[config.mk]
export PLATFORM = sky130hd
export DESIGN_NAME = radar_moment_block_decoder
export DESIGN_NICKNAME = d
export VERILOG_FILES = /design/src/design/rmbd_pkg.sv /design/src/design/rmbd_divider.sv /design/src/design/radar_moment_block_decoder.sv
export SDC_FILE = /design/constraint.sdc
export NUM_CORES = 2
export LEC_CHECK = 0
export ABC_AREA = 1
export BUFFER_PORTS_ARGS = -buffer_cell sky130_fd_sc_hd__buf_2
export CORE_ASPECT_RATIO = 2
export CORE_MARGIN = 8
export CORE_UTILIZATION = 55
export DETAILED_ROUTE_END_ITERATION = 10
export GPL_TIMING_DRIVEN = 0
export MAX_ROUTING_LAYER = met4
export PLACE_DENSITY_LB_ADDON = 0.12
export REMOVE_ABC_BUFFERS = 1
export SYNTH_ARGS = -nofsm -noshare
export SYNTH_HDL_FRONTEND = slang
export SYNTH_HIERARCHICAL = 1
export SYNTH_SLANG_ARGS = --single-unit
[constraint.sdc]
create_clock -name aclk -period 13.7 [get_ports aclk]
set_input_delay 0.685 -clock aclk [delete_from_list [all_inputs] [get_ports aclk]]
set_output_delay 0.685 -clock aclk [all_outputs]
set_load 0.03 [all_outputs]
[src/design/rmbd_pkg.sv]
// ----------------------------------------------------------------------------
// rmbd_pkg
// Shared types, codes and helpers of the radar moment block decoder.
// ----------------------------------------------------------------------------
package rmbd_pkg;

    localparam int unsigned GATE_MAX     = 2048;
    localparam int unsigned HEADER_BYTES = 28;

    localparam logic [31:0] NM_RVOL = 32'h52564F4C;
    localparam logic [31:0] NM_RELV = 32'h52454C56;
    localparam logic [31:0] NM_RRAD = 32'h52524144;
    localparam logic [31:0] NM_DREF = 32'h44524546;
    localparam logic [31:0] NM_DVEL = 32'h4456454C;
    localparam logic [23:0] NM_DSW3 = 24'h445357;
    localparam logic [31:0] NM_DZDR = 32'h445A4452;
    localparam logic [31:0] NM_DPHI = 32'h44504849;
    localparam logic [31:0] NM_DRHO = 32'h4452484F;

    localparam logic [31:0] Q_MAX   = 32'h7FFFFFFF;
    localparam logic [31:0] Q_MIN   = 32'h80000000;
    localparam logic [31:0] BAD_Q16 = 32'hD8F10000;

    localparam logic [2:0] NUMBER_NONE = 3'd7;

    localparam logic [3:0] KIND_GATE     = 4'd0;
    localparam logic [3:0] KIND_HEADER   = 4'd1;
    localparam logic [3:0] KIND_VOLUME   = 4'd2;
    localparam logic [3:0] KIND_ELEV     = 4'd3;
    localparam logic [3:0] KIND_RADIAL   = 4'd4;
    localparam logic [3:0] KIND_UNKNOWN  = 4'd5;
    localparam logic [3:0] KIND_BITSIZE  = 4'd6;
    localparam logic [3:0] KIND_COMPRESS = 4'd7;
    localparam logic [3:0] KIND_TOOMANY  = 4'd8;

    localparam logic [3:0] FC_UNKNOWN = 4'd0;
    localparam logic [3:0] FC_VOL     = 4'd1;
    localparam logic [3:0] FC_ELV     = 4'd2;
    localparam logic [3:0] FC_RAD     = 4'd3;
    localparam logic [3:0] FC_DBZ     = 4'd4;

    localparam logic ADDR_WANT_MASK   = 1'b0;
    localparam logic ADDR_COMPRESSION = 1'b1;

    typedef struct packed {
        logic               last;
        logic [31:0]        lon_bits;
        logic [31:0]        lat_bits;
        logic signed [15:0] info_c;
        logic signed [17:0] info_b;
        logic [15:0]        info_a;
        logic               gate_valid;
        logic signed [31:0] gate_value;
        logic [10:0]        gate_index;
        logic signed [3:0]  field_number;
        logic [3:0]         field_code;
        logic [3:0]         kind;
    } res_t;

    typedef struct packed {
        logic               start;
        logic signed [33:0] num;
        logic signed [31:0] den;
    } div_req_t;

    function automatic logic [31:0] float_to_q16(input logic [31:0] bits);
        logic        neg;
        logic [7:0]  e;
        logic [23:0] mant;
        logic [31:0] mag;
        logic [4:0]  n;
        logic [24:0] rnd;
        neg  = bits[31];
        e    = bits[30:23];
        mant = {1'b1, bits[22:0]};
        mag  = '0;
        n    = 5'(8'd134 - e);
        rnd  = '0;
        if (e == 8'hFF) begin
            if (bits[22:0] != '0) return '0;
            return neg ? Q_MIN : Q_MAX;
        end
        if (e == 8'h00) return '0;
        if (e >= 8'd142) return neg ? Q_MIN : Q_MAX;
        if (e >= 8'd134) begin
            mag = 32'(mant) << 3'(e - 8'd134);
        end else if (e > 8'd108) begin
            rnd = 25'(mant) + (25'd1 << (n - 5'd1));
            mag = 32'(rnd >> n);
        end
        return neg ? (32'd0 - mag) : mag;
    endfunction

endpackage

[src/design/rmbd_divider.sv]
// ----------------------------------------------------------------------------
// rmbd_divider
// Shared Q16.16 divider, two quotient bits per cycle, rounded and saturated.
// ----------------------------------------------------------------------------
module rmbd_divider (
    input  logic                aclk,
    input  logic                aresetn,
    input  rmbd_pkg::div_req_t  req,
    output logic                done,
    output logic [31:0]         quo
);

    typedef enum logic [1:0] {DV_IDLE, DV_RUN, DV_FIN, DV_DONE} dv_state_t;

    dv_state_t   state_reg;
    logic [3:0]  cnt_reg;
    logic [31:0] rem_reg;
    logic [31:0] low_reg;
    logic [31:0] ad_reg;
    logic        neg_reg;
    logic        ovf_reg;
    logic        zero_reg;
    logic        nneg_reg;
    logic        npos_reg;
    logic [31:0] quo_reg;

    logic [33:0] an;
    logic [31:0] ad;
    logic [32:0] sh1;
    logic [32:0] sh2;
    logic [31:0] rem1;
    logic [31:0] rem_next;
    logic [31:0] low_next;
    logic        q1;
    logic        q2;
    logic        rnd;
    logic [32:0] q33;
    logic [31:0] res;

    always_comb begin
        an  = req.num[33] ? 34'(-req.num) : req.num;
        ad  = req.den[31] ? 32'(-req.den) : req.den;
        sh1 = {rem_reg, low_reg[31]};
        q1  = sh1 >= {1'b0, ad_reg};
        rem1 = q1 ? 32'(sh1 - {1'b0, ad_reg}) : sh1[31:0];
        sh2 = {rem1, low_reg[30]};
        q2  = sh2 >= {1'b0, ad_reg};
        rem_next = q2 ? 32'(sh2 - {1'b0, ad_reg}) : sh2[31:0];
        low_next = {low_reg[29:0], q1, q2};
        rnd = {rem_reg, 1'b0} >= {1'b0, ad_reg};
        q33 = {1'b0, low_reg} + 33'(rnd);
        if (zero_reg) begin
            res = npos_reg ? rmbd_pkg::Q_MAX : (nneg_reg ? rmbd_pkg::Q_MIN : '0);
        end else if (ovf_reg) begin
            res = neg_reg ? rmbd_pkg::Q_MIN : rmbd_pkg::Q_MAX;
        end else if (neg_reg) begin
            res = (q33 > 33'h080000000) ? rmbd_pkg::Q_MIN : 32'(33'd0 - q33);
        end else begin
            res = (q33 > 33'h07FFFFFFF) ? rmbd_pkg::Q_MAX : q33[31:0];
        end
    end

    always_ff @(posedge aclk) begin
        if (!aresetn) begin
            state_reg <= DV_IDLE;
            cnt_reg   <= '0;
        end else if (req.start) begin
            state_reg <= DV_RUN;
            cnt_reg   <= 4'd15;
            rem_reg   <= {14'd0, an[33:16]};
            low_reg   <= {an[15:0], 16'd0};
            ad_reg    <= ad;
            neg_reg   <= req.num[33] ^ req.den[31];
            ovf_reg   <= {14'd0, an[33:16]} >= ad;
            zero_reg  <= ad == '0;
            nneg_reg  <= req.num[33];
            npos_reg  <= !req.num[33] && (an != '0);
        end else begin
            case (state_reg)
                DV_RUN: begin
                    rem_reg <= rem_next;
                    low_reg <= low_next;
                    cnt_reg <= cnt_reg - 4'd1;
                    if (cnt_reg == '0) state_reg <= DV_FIN;
                end
                DV_FIN: begin
                    quo_reg   <= res;
                    state_reg <= DV_DONE;
                end
                default: ;
            endcase
        end
    end

    assign done = state_reg == DV_DONE;
    assign quo  = quo_reg;

endmodule

[src/design/radar_moment_block_decoder.sv]
// ----------------------------------------------------------------------------
// radar_moment_block_decoder
// Byte-serial decoder of radar data blocks: names, headers and moment gates.
// ----------------------------------------------------------------------------
// A byte with no valid gate is taken and answered via the output register.
// A valid gate passes the divider start, 16 steps of the shared radix-4
// divider, a rounding step and the output load, which waits for a free
// output; one byte in flight at a time. Reset (aresetn low, synchronous)
// restores register defaults and ignores bytes until the next block start.
module radar_moment_block_decoder (
    input  logic         aclk,
    input  logic         aresetn,
    input  logic         s_tvalid,
    output logic         s_tready,
    input  logic [7:0]   s_tdata,   // data_byte
    input  logic         s_tuser,   // block_start
    output logic         m_tvalid,
    input  logic         m_tready,
    // field_code, field_number, gate_index, gate_value, gate_valid,
    // info_a, info_b, info_c, lat_bits, lon_bits
    output logic [167:0] m_tdata,
    output logic [3:0]   m_tuser,   // kind
    output logic         m_tlast,
    input  logic         psel,
    input  logic         penable,
    input  logic         pwrite,
    input  logic [2:0]   paddr,
    input  logic [31:0]  pwdata,
    output logic [31:0]  prdata,
    output logic         pready
);

    typedef enum logic {ST_IDLE, ST_DIV} state_t;

    state_t          state_reg, state_next;
    logic [5:0]      want_reg;
    logic [1:0]      comp_reg;
    logic [15:0]     byte_count_reg, byte_count_next;
    logic [31:0]     name_word_reg, name_word_next;
    logic [3:0]      block_field_reg, block_field_next;
    logic [2:0]      block_number_reg, block_number_next;
    logic            skipping_reg, skipping_next;
    logic [15:0]     gate_total_reg, gate_total_next;
    logic [15:0]     first_range_reg, first_range_next;
    logic [15:0]     spacing_reg, spacing_next;
    logic [7:0]      bit_size_reg, bit_size_next;
    logic [31:0]     scale_reg, scale_next;
    logic [31:0]     bias_reg, bias_next;
    logic [63:0]     hold_reg, hold_next;
    logic [7:0]      ghb_reg, ghb_next;
    logic [15:0]     gate_count_reg, gate_count_next;
    logic            half_reg, half_next;
    rmbd_pkg::res_t  pend_reg, pend_next;
    rmbd_pkg::res_t  out_reg, out_next;
    logic            m_valid_reg;
    logic            out_load;

    rmbd_pkg::div_req_t div_req;
    logic               div_done;
    logic [31:0]        div_quo;

    logic        s_fire;
    logic        cfg_wr;
    logic [7:0]  b;
    logic [15:0] pos;
    logic [31:0] nm;
    logic        e_hit;
    logic        e_gate;
    logic        e_div;
    logic [3:0]  e_kind;
    logic        e_last;
    logic [15:0] e_a;
    logic [17:0] e_b;
    logic [15:0] e_c;
    logic [31:0] e_lat;
    logic [31:0] e_lon;
    logic [31:0] e_val;
    logic        e_valid;
    logic        mom_hit;
    logic [2:0]  mom_idx;
    logic [2:0]  mom_pos;
    logic [15:0] raw;
    logic        gate_do;

    rmbd_divider u_div (
        .aclk    (aclk),
        .aresetn (aresetn),
        .req     (div_req),
        .done    (div_done),
        .quo     (div_quo)
    );

    assign s_tready = (state_reg == ST_IDLE) && (!m_valid_reg || m_tready);
    assign s_fire   = s_tvalid && s_tready;
    assign b        = s_tdata;
    assign cfg_wr   = psel && penable && pwrite && pready;
    assign pready   = 1'b1;
    assign prdata   = (paddr[2] == rmbd_pkg::ADDR_COMPRESSION) ? {30'd0, comp_reg}
                                                              : {26'd0, want_reg};

    always_comb begin
        state_next        = state_reg;
        byte_count_next   = byte_count_reg;
        name_word_next    = name_word_reg;
        block_field_next  = block_field_reg;
        block_number_next = block_number_reg;
        skipping_next     = skipping_reg;
        gate_total_next   = gate_total_reg;
        first_range_next  = first_range_reg;
        spacing_next      = spacing_reg;
        bit_size_next     = bit_size_reg;
        scale_next        = scale_reg;
        bias_next         = bias_reg;
        hold_next         = hold_reg;
        ghb_next          = ghb_reg;
        gate_count_next   = gate_count_reg;
        half_next         = half_reg;
        pend_next         = pend_reg;
        out_next          = out_reg;
        out_load          = 1'b0;
        div_req           = '0;
        pos     = byte_count_reg;
        nm      = {name_word_reg[23:0], b};
        e_hit   = 1'b0;
        e_gate  = 1'b0;
        e_div   = 1'b0;
        e_kind  = rmbd_pkg::KIND_GATE;
        e_last  = 1'b0;
        e_a     = '0;
        e_b     = '0;
        e_c     = '0;
        e_lat   = '0;
        e_lon   = '0;
        e_val   = '0;
        e_valid = 1'b0;
        mom_hit = 1'b1;
        mom_idx = '0;
        mom_pos = '0;
        raw     = '0;
        gate_do = 1'b0;

        if (nm == rmbd_pkg::NM_DREF)           mom_idx = 3'd0;
        else if (nm == rmbd_pkg::NM_DVEL)      mom_idx = 3'd1;
        else if (nm[31:8] == rmbd_pkg::NM_DSW3) mom_idx = 3'd2;
        else if (nm == rmbd_pkg::NM_DZDR)      mom_idx = 3'd3;
        else if (nm == rmbd_pkg::NM_DPHI)      mom_idx = 3'd4;
        else if (nm == rmbd_pkg::NM_DRHO)      mom_idx = 3'd5;
        else                                   mom_hit = 1'b0;
        for (int k = 0; k < 6; k++) begin
            if (3'(k) < mom_idx && want_reg[k]) mom_pos = mom_pos + 3'd1;
        end

        if (s_fire) begin
            if (s_tuser) begin
                byte_count_next   = 16'd1;
                name_word_next    = {24'd0, b};
                block_field_next  = rmbd_pkg::FC_UNKNOWN;
                block_number_next = rmbd_pkg::NUMBER_NONE;
                skipping_next     = 1'b0;
                gate_total_next   = '0;
                first_range_next  = '0;
                spacing_next      = '0;
                bit_size_next     = '0;
                scale_next        = '0;
                bias_next         = '0;
                hold_next         = '0;
                ghb_next          = '0;
                gate_count_next   = '0;
                half_next         = 1'b0;
            end else if (!skipping_reg) begin
                if (byte_count_reg != 16'hFFFF) byte_count_next = byte_count_reg + 16'd1;
                if (pos < 16'd4) begin
                    name_word_next = nm;
                    if (pos == 16'd3) begin
                        if (nm == rmbd_pkg::NM_RVOL) begin
                            block_field_next = rmbd_pkg::FC_VOL;
                        end else if (nm == rmbd_pkg::NM_RRAD) begin
                            block_field_next = rmbd_pkg::FC_RAD;
                        end else if (nm == rmbd_pkg::NM_RELV) begin
                            block_field_next = rmbd_pkg::FC_ELV;
                            e_hit = 1'b1; e_kind = rmbd_pkg::KIND_ELEV; e_last = 1'b1;
                        end else if (!mom_hit) begin
                            block_field_next = rmbd_pkg::FC_UNKNOWN;
                            e_hit = 1'b1; e_kind = rmbd_pkg::KIND_UNKNOWN; e_last = 1'b1;
                        end else begin
                            block_field_next = rmbd_pkg::FC_DBZ + 4'(mom_idx);
                            if (want_reg[mom_idx]) begin
                                block_number_next = mom_pos;
                            end else begin
                                block_number_next = rmbd_pkg::NUMBER_NONE;
                                e_hit = 1'b1; e_kind = rmbd_pkg::KIND_HEADER; e_last = 1'b1;
                            end
                        end
                    end
                end else if (block_field_reg == rmbd_pkg::FC_VOL) begin
                    if (pos >= 16'd8 && pos <= 16'd15) hold_next = {hold_reg[55:0], b};
                    else if (pos == 16'd16 || pos == 16'd17)
                        first_range_next = {first_range_reg[7:0], b};
                    else if (pos == 16'd18 || pos == 16'd19)
                        spacing_next = {spacing_reg[7:0], b};
                    else if (pos == 16'd40) ghb_next = b;
                    else if (pos == 16'd41) begin
                        e_hit = 1'b1; e_kind = rmbd_pkg::KIND_VOLUME; e_last = 1'b1;
                        e_a   = {ghb_reg, b};
                        e_b   = 18'(signed'(first_range_reg)) + {2'd0, spacing_reg};
                        e_lat = hold_reg[63:32];
                        e_lon = hold_reg[31:0];
                    end
                end else if (block_field_reg == rmbd_pkg::FC_RAD) begin
                    if (pos == 16'd16) ghb_next = b;
                    else if (pos == 16'd17) begin
                        e_hit = 1'b1; e_kind = rmbd_pkg::KIND_RADIAL; e_last = 1'b1;
                        e_a   = {ghb_reg, b};
                    end
                end else if (block_field_reg >= rmbd_pkg::FC_DBZ) begin
                    if (pos < 16'(rmbd_pkg::HEADER_BYTES)) begin
                        if (pos == 16'd8 || pos == 16'd9)
                            gate_total_next = {gate_total_reg[7:0], b};
                        else if (pos == 16'd10 || pos == 16'd11)
                            first_range_next = {first_range_reg[7:0], b};
                        else if (pos == 16'd12 || pos == 16'd13)
                            spacing_next = {spacing_reg[7:0], b};
                        else if (pos == 16'd19) bit_size_next = b;
                        else if (pos >= 16'd20) hold_next = {hold_reg[55:0], b};
                        if (pos == 16'(rmbd_pkg::HEADER_BYTES - 1)) begin
                            scale_next = rmbd_pkg::float_to_q16(hold_next[63:32]);
                            bias_next  = rmbd_pkg::float_to_q16(hold_next[31:0]);
                            e_hit  = 1'b1;
                            e_last = 1'b1;
                            if (comp_reg != '0) e_kind = rmbd_pkg::KIND_COMPRESS;
                            else if (bit_size_reg != 8'd8 && bit_size_reg != 8'd16)
                                e_kind = rmbd_pkg::KIND_BITSIZE;
                            else if (gate_total_reg > 16'(rmbd_pkg::GATE_MAX))
                                e_kind = rmbd_pkg::KIND_TOOMANY;
                            else begin
                                e_kind = rmbd_pkg::KIND_HEADER;
                                e_last = gate_total_reg == '0;
                                e_a    = gate_total_reg;
                                e_b    = 18'(signed'(first_range_reg));
                                e_c    = spacing_reg;
                            end
                        end
                    end else if (bit_size_reg == 8'd16) begin
                        if (!half_reg) begin
                            ghb_next  = b;
                            half_next = 1'b1;
                        end else begin
                            half_next = 1'b0;
                            raw       = {ghb_reg, b};
                            gate_do   = 1'b1;
                        end
                    end else begin
                        raw     = {8'd0, b};
                        gate_do = 1'b1;
                    end
                end
                if (gate_do) begin
                    e_hit   = 1'b1;
                    e_gate  = 1'b1;
                    e_kind  = rmbd_pkg::KIND_GATE;
                    e_last  = ({1'b0, gate_count_reg} + 17'd1) >= {1'b0, gate_total_reg};
                    e_valid = raw > 16'd1;
                    e_val   = rmbd_pkg::BAD_Q16;
                    e_div   = e_valid;
                    gate_count_next = gate_count_reg + 16'd1;
                end
            end
        end

        if (e_hit) begin
            out_next              = '0;
            out_next.kind         = e_kind;
            out_next.field_code   = block_field_next;
            out_next.field_number = (block_number_next == rmbd_pkg::NUMBER_NONE) ?
                                    -4'sd1 : signed'({1'b0, block_number_next});
            out_next.gate_index   = e_gate ? gate_count_reg[10:0] : '0;
            out_next.gate_value   = e_val;
            out_next.gate_valid   = e_valid;
            out_next.info_a       = e_a;
            out_next.info_b       = e_b;
            out_next.info_c       = e_c;
            out_next.lat_bits     = e_lat;
            out_next.lon_bits     = e_lon;
            out_next.last         = e_last;
            if (e_last) skipping_next = 1'b1;
            if (e_div) begin
                pend_next     = out_next;
                out_next      = out_reg;
                state_next    = ST_DIV;
                div_req.start = 1'b1;
                div_req.num   = signed'({2'd0, raw, 16'd0}) - 34'(signed'(bias_reg));
                div_req.den   = signed'(scale_reg);
            end else begin
                out_load = 1'b1;
            end
        end

        if (state_reg == ST_DIV && div_done && (!m_valid_reg || m_tready)) begin
            out_next            = pend_reg;
            out_next.gate_value = div_quo;
            out_load            = 1'b1;
            state_next          = ST_IDLE;
        end
    end

    always_ff @(posedge aclk) begin
        if (!aresetn) begin
            state_reg        <= ST_IDLE;
            want_reg         <= 6'd63;
            comp_reg         <= '0;
            m_valid_reg      <= 1'b0;
            byte_count_reg   <= '0;
            name_word_reg    <= '0;
            block_field_reg  <= '0;
            block_number_reg <= rmbd_pkg::NUMBER_NONE;
            skipping_reg     <= 1'b1;
            gate_total_reg   <= '0;
            first_range_reg  <= '0;
            spacing_reg      <= '0;
            bit_size_reg     <= '0;
            scale_reg        <= '0;
            bias_reg         <= '0;
            hold_reg         <= '0;
            ghb_reg          <= '0;
            gate_count_reg   <= '0;
            half_reg         <= 1'b0;
        end else begin
            state_reg        <= state_next;
            byte_count_reg   <= byte_count_next;
            name_word_reg    <= name_word_next;
            block_field_reg  <= block_field_next;
            block_number_reg <= block_number_next;
            skipping_reg     <= skipping_next;
            gate_total_reg   <= gate_total_next;
            first_range_reg  <= first_range_next;
            spacing_reg      <= spacing_next;
            bit_size_reg     <= bit_size_next;
            scale_reg        <= scale_next;
            bias_reg         <= bias_next;
            hold_reg         <= hold_next;
            ghb_reg          <= ghb_next;
            gate_count_reg   <= gate_count_next;
            half_reg         <= half_next;
            if (cfg_wr) begin
                if (paddr[2] == rmbd_pkg::ADDR_WANT_MASK) want_reg <= pwdata[5:0];
                else comp_reg <= pwdata[1:0];
            end
            if (out_load) m_valid_reg <= 1'b1;
            else if (m_tready) m_valid_reg <= 1'b0;
        end
        pend_reg <= pend_next;
        if (out_load) out_reg <= out_next;
    end

    assign m_tvalid = m_valid_reg;
    assign m_tuser  = out_reg.kind;
    assign m_tlast  = out_reg.last;
    assign m_tdata  = {2'd0, out_reg.lon_bits, out_reg.lat_bits, out_reg.info_c,
                       out_reg.info_b, out_reg.info_a, out_reg.gate_valid,
                       out_reg.gate_value, out_reg.gate_index, out_reg.field_number,
                       out_reg.field_code};

    a_busy_not_ready: assert property (@(posedge aclk) disable iff (!aresetn)
        state_reg == ST_DIV |-> !s_tready)
        else $error("input taken while a gate division is in flight");

    a_last_skips: assert property (@(posedge aclk) disable iff (!aresetn)
        out_load && out_next.last |=> skipping_reg)
        else $error("block not closed after final transaction");

    a_valid_is_gate: assert property (@(posedge aclk) disable iff (!aresetn)
        m_tvalid && m_tdata[51] |-> m_tuser == rmbd_pkg::KIND_GATE)
        else $error("gate_valid set on a non-gate transaction");

    a_div_start_idle: assert property (@(posedge aclk) disable iff (!aresetn)
        div_req.start |-> state_reg == ST_IDLE)
        else $error("divider restarted while busy");

endmodule
# Word-level counts from Yosys, hierarchy flattened
# Cells that the tools add are included.
[totals]
ff_bits = 715
inputBits = 51
output_inout_bits = 208
elab_cells = 745
[op_classes]
n_addsub = 28
magnitude_cmp = 28
eq_ne = 59
shift = 6
mux = 490
n_bitwise = 5
reduce_logical = 74
[op_table]
columns = ["op", "n"]
rows = [
  ["$mux 32", 102],
  ["$mux 64", 21],
  ["$mux 16", 82],
  ["$mux 171", 3],
  ["$mux 18", 18],
  ["$eq 32x31->1 const B", 8],
  ["$mux 8", 25],
  ["$mux 1", 170],
  ["$mux 67", 2],
  ["$mux 4", 25],
  ["$ge 33x32->1", 3],
  ["$eq 16x4->1 const B", 6],
  ["$sub 1x32->32 const A", 3],
  ["$mux 3", 28],
  ["$eq 16x5->1 const B", 5],
  ["$mux 24", 3],
  ["$shl 24x3->32", 2],
  ["$shr 25x5->32", 2],
  ["$sub 32x32->32", 2],
  ["$add 24x25->25", 2],
  ["$shl 1x5->25 const A", 2],
  ["$reduce_bool 23->1", 2],
  ["$mux 34", 1],
  ["$neg 34->34", 1],
  ["76 further kinds", 172],
]

# Longest topological paths before layout
[logic_depth]
ltp_word = 71
depth_mapped = 58
mapped_depth_nobuf = 54

# Hierarchy
# The synthesis kept the hierarchy.
[modules_own_cells]
columns = ["mod", "instances", "cells_per_inst", "area_each_um2", "seq_area_each_um2"]
rows = [
  ["radar_moment_block_decoder", 1, 5628, 39103.8, 14624.0],
  ["rmbd_divider", 1, 2309, 14881.8, 4113.9],
]

# Worst setup path after synthesis
# No wires, ideal clock.
[synth_timing]
path_kind = "input to register"
startpoint = "input m_tready"
endpoint = "register out_reg, in the netlist m_tdata[0], enable pin"
setup_time_ns = 1.398
arrival_ns = 13.181
required_ns = 12.302
setup_slack_ns = -0.879
stages = 15
n_path_buf = 0
cell_sequence = "inv_1 nand2_1 inv_1 nor2_1 nand2_1 nor2_1 inv_1 nor2_1 inv_1 nor2_1 inv_1 a21oi_1 inv_2 nand3_1 nand2_1"
[synth_between]
elab_chain_cells = 8
word_cells_on_any_way = 12
cone_classes = "eq/ne: 1; mux: 5; reduce/logical: 6"
[synth_rtl]
columns = ["item", "line", "source"]
rows = [
  ["from (decl)", "radar_moment_block_decoder.sv:18", "input logic m_tready,"],
  ["$logic_or 1x1->1 *", "radar_moment_block_decoder.sv:93", "assign s_tready = (state_reg == ST_IDLE) && (!m_valid_reg || m_tready);"],
  ["$logic_and 1x1->1 *", "radar_moment_block_decoder.sv:93", ""],
  ["named net s_tready", "radar_moment_block_decoder.sv:14", "output logic s_tready,"],
  ["$logic_and 1x1->1 *", "radar_moment_block_decoder.sv:94", "assign s_fire = s_tvalid && s_tready;"],
  ["$mux 1", "radar_moment_block_decoder.sv:153", "if (s_fire) begin"],
  ["$mux 1", "radar_moment_block_decoder.sv:286", "if (e_div) begin"],
  ["$mux 1", "radar_moment_block_decoder.sv:270", "if (e_hit) begin"],
  ["$mux 1", "radar_moment_block_decoder.sv:298", "if (state_reg == ST_DIV && div_done && (!m_valid_reg || m_tready)) begin"],
  ["$reduce_and 3->1 (no source line) *", "--", ""],
  ["to (signal assigned)", "radar_moment_block_decoder.sv:352", "if (out_load) out_reg <= out_next;"],
  ["to (decl)", "radar_moment_block_decoder.sv:54", "rmbd_pkg::res_t out_reg, out_next;"],
]
# The timed path passes the listed nets; every way through them passes the cells marked *.
# A chain may end at the register's enable or synchronous reset.

# Final worst setup path
[layout_timing]
startpoint = "register byte_count_reg[3]"
endpoint = "register bias_reg[26]"
[layout_between]
elab_chain_cells = 46
word_cells_on_any_way = 120
cone_classes = "add/sub: 5; order compare: 6; eq/ne: 10; shift: 3; mux: 88; reduce/logical: 8"
[layout_rtl]
columns = ["item", "line", "source"]
rows = [
  ["from (decl)", "radar_moment_block_decoder.sv:38", "logic [15:0] byte_count_reg, byte_count_next;"],
  ["from (signal assigned)", "radar_moment_block_decoder.sv:329", "byte_count_reg <= byte_count_next;"],
  ["$ge 16x5->1", "radar_moment_block_decoder.sv:224", "else if (pos >= 16'd20) hold_next = {hold_reg[55:0], b};"],
  ["$mux 64", "radar_moment_block_decoder.sv:224", ""],
  ["$mux 64", "radar_moment_block_decoder.sv:223", "else if (pos == 16'd19) bit_size_next = b;"],
  ["$mux 64", "radar_moment_block_decoder.sv:221", "else if (pos == 16'd12 || pos == 16'd13)"],
  ["$mux 64", "radar_moment_block_decoder.sv:219", "else if (pos == 16'd10 || pos == 16'd11)"],
  ["$mux 64", "radar_moment_block_decoder.sv:217", "if (pos == 16'd8 || pos == 16'd9)"],
  ["$mux 64", "radar_moment_block_decoder.sv:216", "if (pos < 16'(rmbd_pkg::HEADER_BYTES)) begin"],
  ["$mux 64", "radar_moment_block_decoder.sv:215", "end else if (block_field_reg >= rmbd_pkg::FC_DBZ) begin"],
  ["[... 30 more ...]", "--", ""],
  ["$mux 32", "radar_moment_block_decoder.sv:225", "if (pos == 16'(rmbd_pkg::HEADER_BYTES - 1)) begin"],
  ["$mux 32", "radar_moment_block_decoder.sv:216", ""],
  ["$mux 32", "radar_moment_block_decoder.sv:215", ""],
  ["$mux 32", "radar_moment_block_decoder.sv:209", "end else if (block_field_reg == rmbd_pkg::FC_RAD) begin"],
  ["$mux 32", "radar_moment_block_decoder.sv:195", "end else if (block_field_reg == rmbd_pkg::FC_VOL) begin"],
  ["$mux 32", "radar_moment_block_decoder.sv:172", "if (pos < 16'd4) begin"],
  ["$mux 32", "radar_moment_block_decoder.sv:170", "end else if (!skipping_reg) begin"],
  ["$mux 32", "radar_moment_block_decoder.sv:154", "if (s_tuser) begin"],
  ["to (signal assigned)", "radar_moment_block_decoder.sv:339", "bias_reg <= bias_next;"],
  ["to (decl)", "radar_moment_block_decoder.sv:48", "logic [31:0] bias_reg, bias_next;"],
]
# Several ways; a longest one is shown, not always the timed one. The select of a mux whose other input is x is not followed.

==> metrics.log <==
INFO  metric timing.hold.worst.class = input pin to flop
INFO  metric drtIter0Drc = 4371
INFO  metric dr_vias = 54300
INFO  metric wire_per_inst = 21.1 um
INFO  metric clk_path_buf_depth = 3
INFO  metric finish.instance_area = 0.0582 mm^2
INFO  metric worstPathArrival = 11900 ps
INFO  metric first_global_vias = 52800
INFO  metric rsz_0062_raised_after_global_routing = false
INFO  metric layout_worst_path_cycle_share = 82.6%
INFO  metric gr-total-overflow = 0
INFO  metric utilization = 59.9%
INFO  metric netlist.area_leader.share = 24.6%
INFO  metric synth_enable_flop_cells = 442
INFO  metric number_of_instances_in_the_synthesized_netlist = 7937
INFO  metric design.core.area = 0.0973 mm^2
INFO  metric power_density = 79.6 mW/mm^2
INFO  metric num_io_pins = 259
INFO  metric critPathCaptureType = flop
INFO  metric total_power = 4.64 mW
INFO  metric post-route-min-period = 11310 ps
INFO  metric routed_wirelength = 194 mm
INFO  metric clkTransAtPathRegs = 70 ps
INFO  metric groute.usage.overall = 35.6%
INFO  metric worst_ep_required_time = 14290 ps
INFO  metric critical_path.most_common_cell = sky130_fd_sc_hd__nand2_1
INFO  metric fin_nets = 8193
INFO  metric synth_area_leader_cell = sky130_fd_sc_hd__edfxtp_1
INFO  metric die_height = 459 um
INFO  metric clock_buffer_count_from_cts = 67
INFO  metric slew-limit-headroom = 4.20%
INFO  metric reg2reg_launch_point = byte_count_reg[3]
INFO  metric worst_ir_drop_vdd = 104 uV
INFO  metric startpoint = byte_count_reg[3]
INFO  metric power.share.combinational = 8.0%
INFO  metric place.port_buffers = 201
INFO  metric start_util = 55.5%
INFO  metric critical_path.max_fanout = 132
INFO  metric timing.final.hold_violations = 0
INFO  metric htree_num_levels = 3
INFO  metric detail_route.first_pass.iterations = 6
INFO  metric layout-drive-gt1-share = 7.83%
INFO  metric grt_first_pass_wirelength = 296 mm
INFO  metric max_cap_viols = 0
INFO  metric number_of_inserted_filler_cells_in_the_final_layout = 9258
INFO  metric postSynthRegisterBits = 715
INFO  metric number_of_distinct_standard_cells_referenced_by_the_synthesized_netlist = 72
INFO  metric power_leakage = 25.7 nW
INFO  metric synthToLayoutAreaGrowth = 7.89%
INFO  metric final-setup-viol-count = 0
INFO  metric p_switching = 1.23 mW
INFO  metric postPlaceCellArea = 0.0559 mm^2
INFO  metric critPathMaxStageDelay = 1160 ps
INFO  metric drv_slew = 0
INFO  metric yosysWarningCount = 6
INFO  metric largest_register_ff_count = 166
INFO  metric cts_tree = done
INFO  metric synthesis.area = 0.0540 mm^2
INFO  metric die_w = 238 um
INFO  metric postCtsSetupRepairBufs = 0
INFO  metric cts_root_buffer = sky130_fd_sc_hd__clkbuf_16
INFO  metric cellInternalPower = 3.40 mW
INFO  metric postSynth.asyncResetShare = 0%
INFO  metric part_of_the_yosys_area_used_for_sequential_elements = 34.7%
INFO  metric timing.hold.worst.start = pwdata[2]
INFO  metric placed_cells_incl_taps = 9077
INFO  metric cts-hold-fix-buffers = 0
INFO  metric rows = 162
INFO  metric power.sequential.fraction = 49.4%
INFO  metric tightestPinTransition = 1440 ps
INFO  metric cts_resized = 0
INFO  metric timing.fmax = 88.4 MHz
INFO  metric synth.area.top_cells = sky130_fd_sc_hd__edfxtp_1 (25%), sky130_fd_sc_hd__nand2_1 (13%), sky130_fd_sc_hd__dfxtp_1 (10%), sky130_fd_sc_hd__nor2_1 (7.6%), sky130_fd_sc_hd__inv_1 (6.3%)
INFO  metric fp.dieArea = 0.109 mm^2
INFO  metric avgSynthCellArea = 6.80 um^2
INFO  metric final_antenna_net_count = 0
INFO  metric clock_power_share = 42.6%
INFO  metric worstSkewPairLatency = 720 ps
INFO  metric cts_num_sinks = 715
INFO  metric setup.worst_path.class = flop to flop
INFO  metric drc_errors = 0
INFO  metric crit_slowest_cell = sky130_fd_sc_hd__ha_1
INFO  metric run_status = finished clean
INFO  metric grt_max_degree = 133
INFO  metric place_congestion = 1.03
INFO  metric finalNonFillerCells = 9208
INFO  metric via_cell_ratio = 5.89
INFO  metric postSynth.topFlopCell = sky130_fd_sc_hd__edfxtp_1
INFO  metric power.switching_fraction = 26.6%
INFO  metric critical_path_launch_point_type = flop
INFO  metric antenna_found_initial = 5
INFO  metric post-dp-hpwl = 152 mm
INFO  metric fin_skew = 55.3 ps
power by group through the flow:
| stage | logic (mW) | clock network (mW) | registers [mW] |
|---|---|---|---|
| floorplan | 0.241 | 0 | 2.33 |
| global placement | 0.353 | 0 | 2.34 |
| detailed placement | 0.359 | 0 | 2.34 |
| CTS | 0.361 | 1.99 | 2.29 |
| global route | 0.403 | 2.06 | 2.29 |
| finish | 0.370 | 1.98 | 2.29 |
path summary, 6_finish.rpt:
check / cells after the start / slack [ps] / end
worst max-delay path: 41 / 2390 / bias_reg[26]
worst min-delay path: 3 / 180 / want_reg[2]
worst max register to register: 41 / 2390 / bias_reg[26]
worst min register to register: 2 / 460 / name_word_reg[22]
cells in the final DEF (no fill, tap or decap), types with 201 or more instances in the layout:
master,synthesis,final
sky130_fd_sc_hd__inv_1,911,905
sky130_fd_sc_hd__nand3_1,584,582
sky130_fd_sc_hd__buf_2,51,201
sky130_fd_sc_hd__nor3_1,223,222
sky130_fd_sc_hd__nor2_1,1095,1086
sky130_fd_sc_hd__o21ai_0,413,412
sky130_fd_sc_hd__dfxtp_1,273,273
sky130_fd_sc_hd__ha_1,219,219
sky130_fd_sc_hd__nand2_1,1856,1852
sky130_fd_sc_hd__edfxtp_1,442,442
sky130_fd_sc_hd__a21oi_1,498,494
routing by layer:
metal	GRT usage [%]	wire, um	vias up	share of wire (%)
met4	27.5	18100	0	9.3
met3	4.57	10600	748	5.4
met2	64.0	99500	2168	51
met1	34.2	66300	25100	34
li1	-	-	26300	-
met5	-	0	-	0
kinds of logic (layout without fill, tap and decap cells):
family / after synthesis / count (layout) / synth area share, %
AND/OR/NAND/NOR: 4143 / 4143 / 33.0
AO/OA/AOI/OAI: 1365 / 1365 / 14.5
buffers and inverters: 1309 / 1317 / 9.59
flip-flops: 715 / 715 / 34.7
adder cells (fa/ha/maj): 224 / 224 / 5.26
XOR/XNOR: 174 / 174 / 2.82
multiplexers: 5 / 5 / 0.102
other: 2 / 35 / 0.0139
through the flow:
step / TNS [ps] / hold WS [ps] / setup slack, ps
2_1_floorplan: -1877260 / 437 / -7000
3_3_place_gp: -7128060 / 450 / -18960
3_5_place_dp: 0 / 455 / 2720
4_1_cts: 0 / 156 / 2700
5_1_grt: 0 / 197 / 1680
6_report: 0 / 180 / 2390
synth_stat cells (10+ instances only):
master and number:
sky130_fd_sc_hd__a211oi_1 93, sky130_fd_sc_hd__a21o_1 13, sky130_fd_sc_hd__a21oi_1 498, sky130_fd_sc_hd__a221oi_1 69, sky130_fd_sc_hd__a22oi_1 21, sky130_fd_sc_hd__a31oi_1 24
sky130_fd_sc_hd__buf_1 26, sky130_fd_sc_hd__buf_2 51, sky130_fd_sc_hd__buf_4 33, sky130_fd_sc_hd__buf_6 10, sky130_fd_sc_hd__clkbuf_1 233, sky130_fd_sc_hd__dfxtp_1 273
sky130_fd_sc_hd__edfxtp_1 442, sky130_fd_sc_hd__ha_1 219, sky130_fd_sc_hd__inv_1 911, sky130_fd_sc_hd__inv_2 38, sky130_fd_sc_hd__nand2_1 1856, sky130_fd_sc_hd__nand2_2 66
sky130_fd_sc_hd__nand3_1 584, sky130_fd_sc_hd__nand3_2 17, sky130_fd_sc_hd__nand3b_1 20, sky130_fd_sc_hd__nand4_1 124, sky130_fd_sc_hd__nor2_1 1095, sky130_fd_sc_hd__nor2_2 41
sky130_fd_sc_hd__nor2_4 17, sky130_fd_sc_hd__nor3_1 223, sky130_fd_sc_hd__nor4_1 42, sky130_fd_sc_hd__o21a_1 25, sky130_fd_sc_hd__o21ai_0 413, sky130_fd_sc_hd__o21ai_1 119
sky130_fd_sc_hd__o21ai_2 10, sky130_fd_sc_hd__o21bai_1 13, sky130_fd_sc_hd__o31ai_1 11, sky130_fd_sc_hd__or2_2 31, sky130_fd_sc_hd__xnor2_1 56, sky130_fd_sc_hd__xor2_1 118
layout make-up:
cell class | count | area (um^2) | share of cell area, %
clock buffers | 79 | 1740 | 2.98
inverters | 956 | 3600 | 6.18
diodes | 6 | 15.0 | 0.0258
clock inverters | 44 | 547 | 0.939
repair buffers | 238 | 1760 | 3.02
flip-flops and latches | 715 | 18700 | 32.2
well taps | 1230 | 1540 | 2.64
multi-input cells | 5940 | 30300 | 52.0
worst max-delay path: cells and delay by family (launching register included):
kind,cells,cell delay (ps)
AND/OR/NAND/NOR,27,4660
AO/OA/AOI/OAI,6,2920
adder cells (fa/ha/maj),3,1650
buffers and inverters,5,1370
flip-flops,1,370
(Power assumes the default switching activity.)
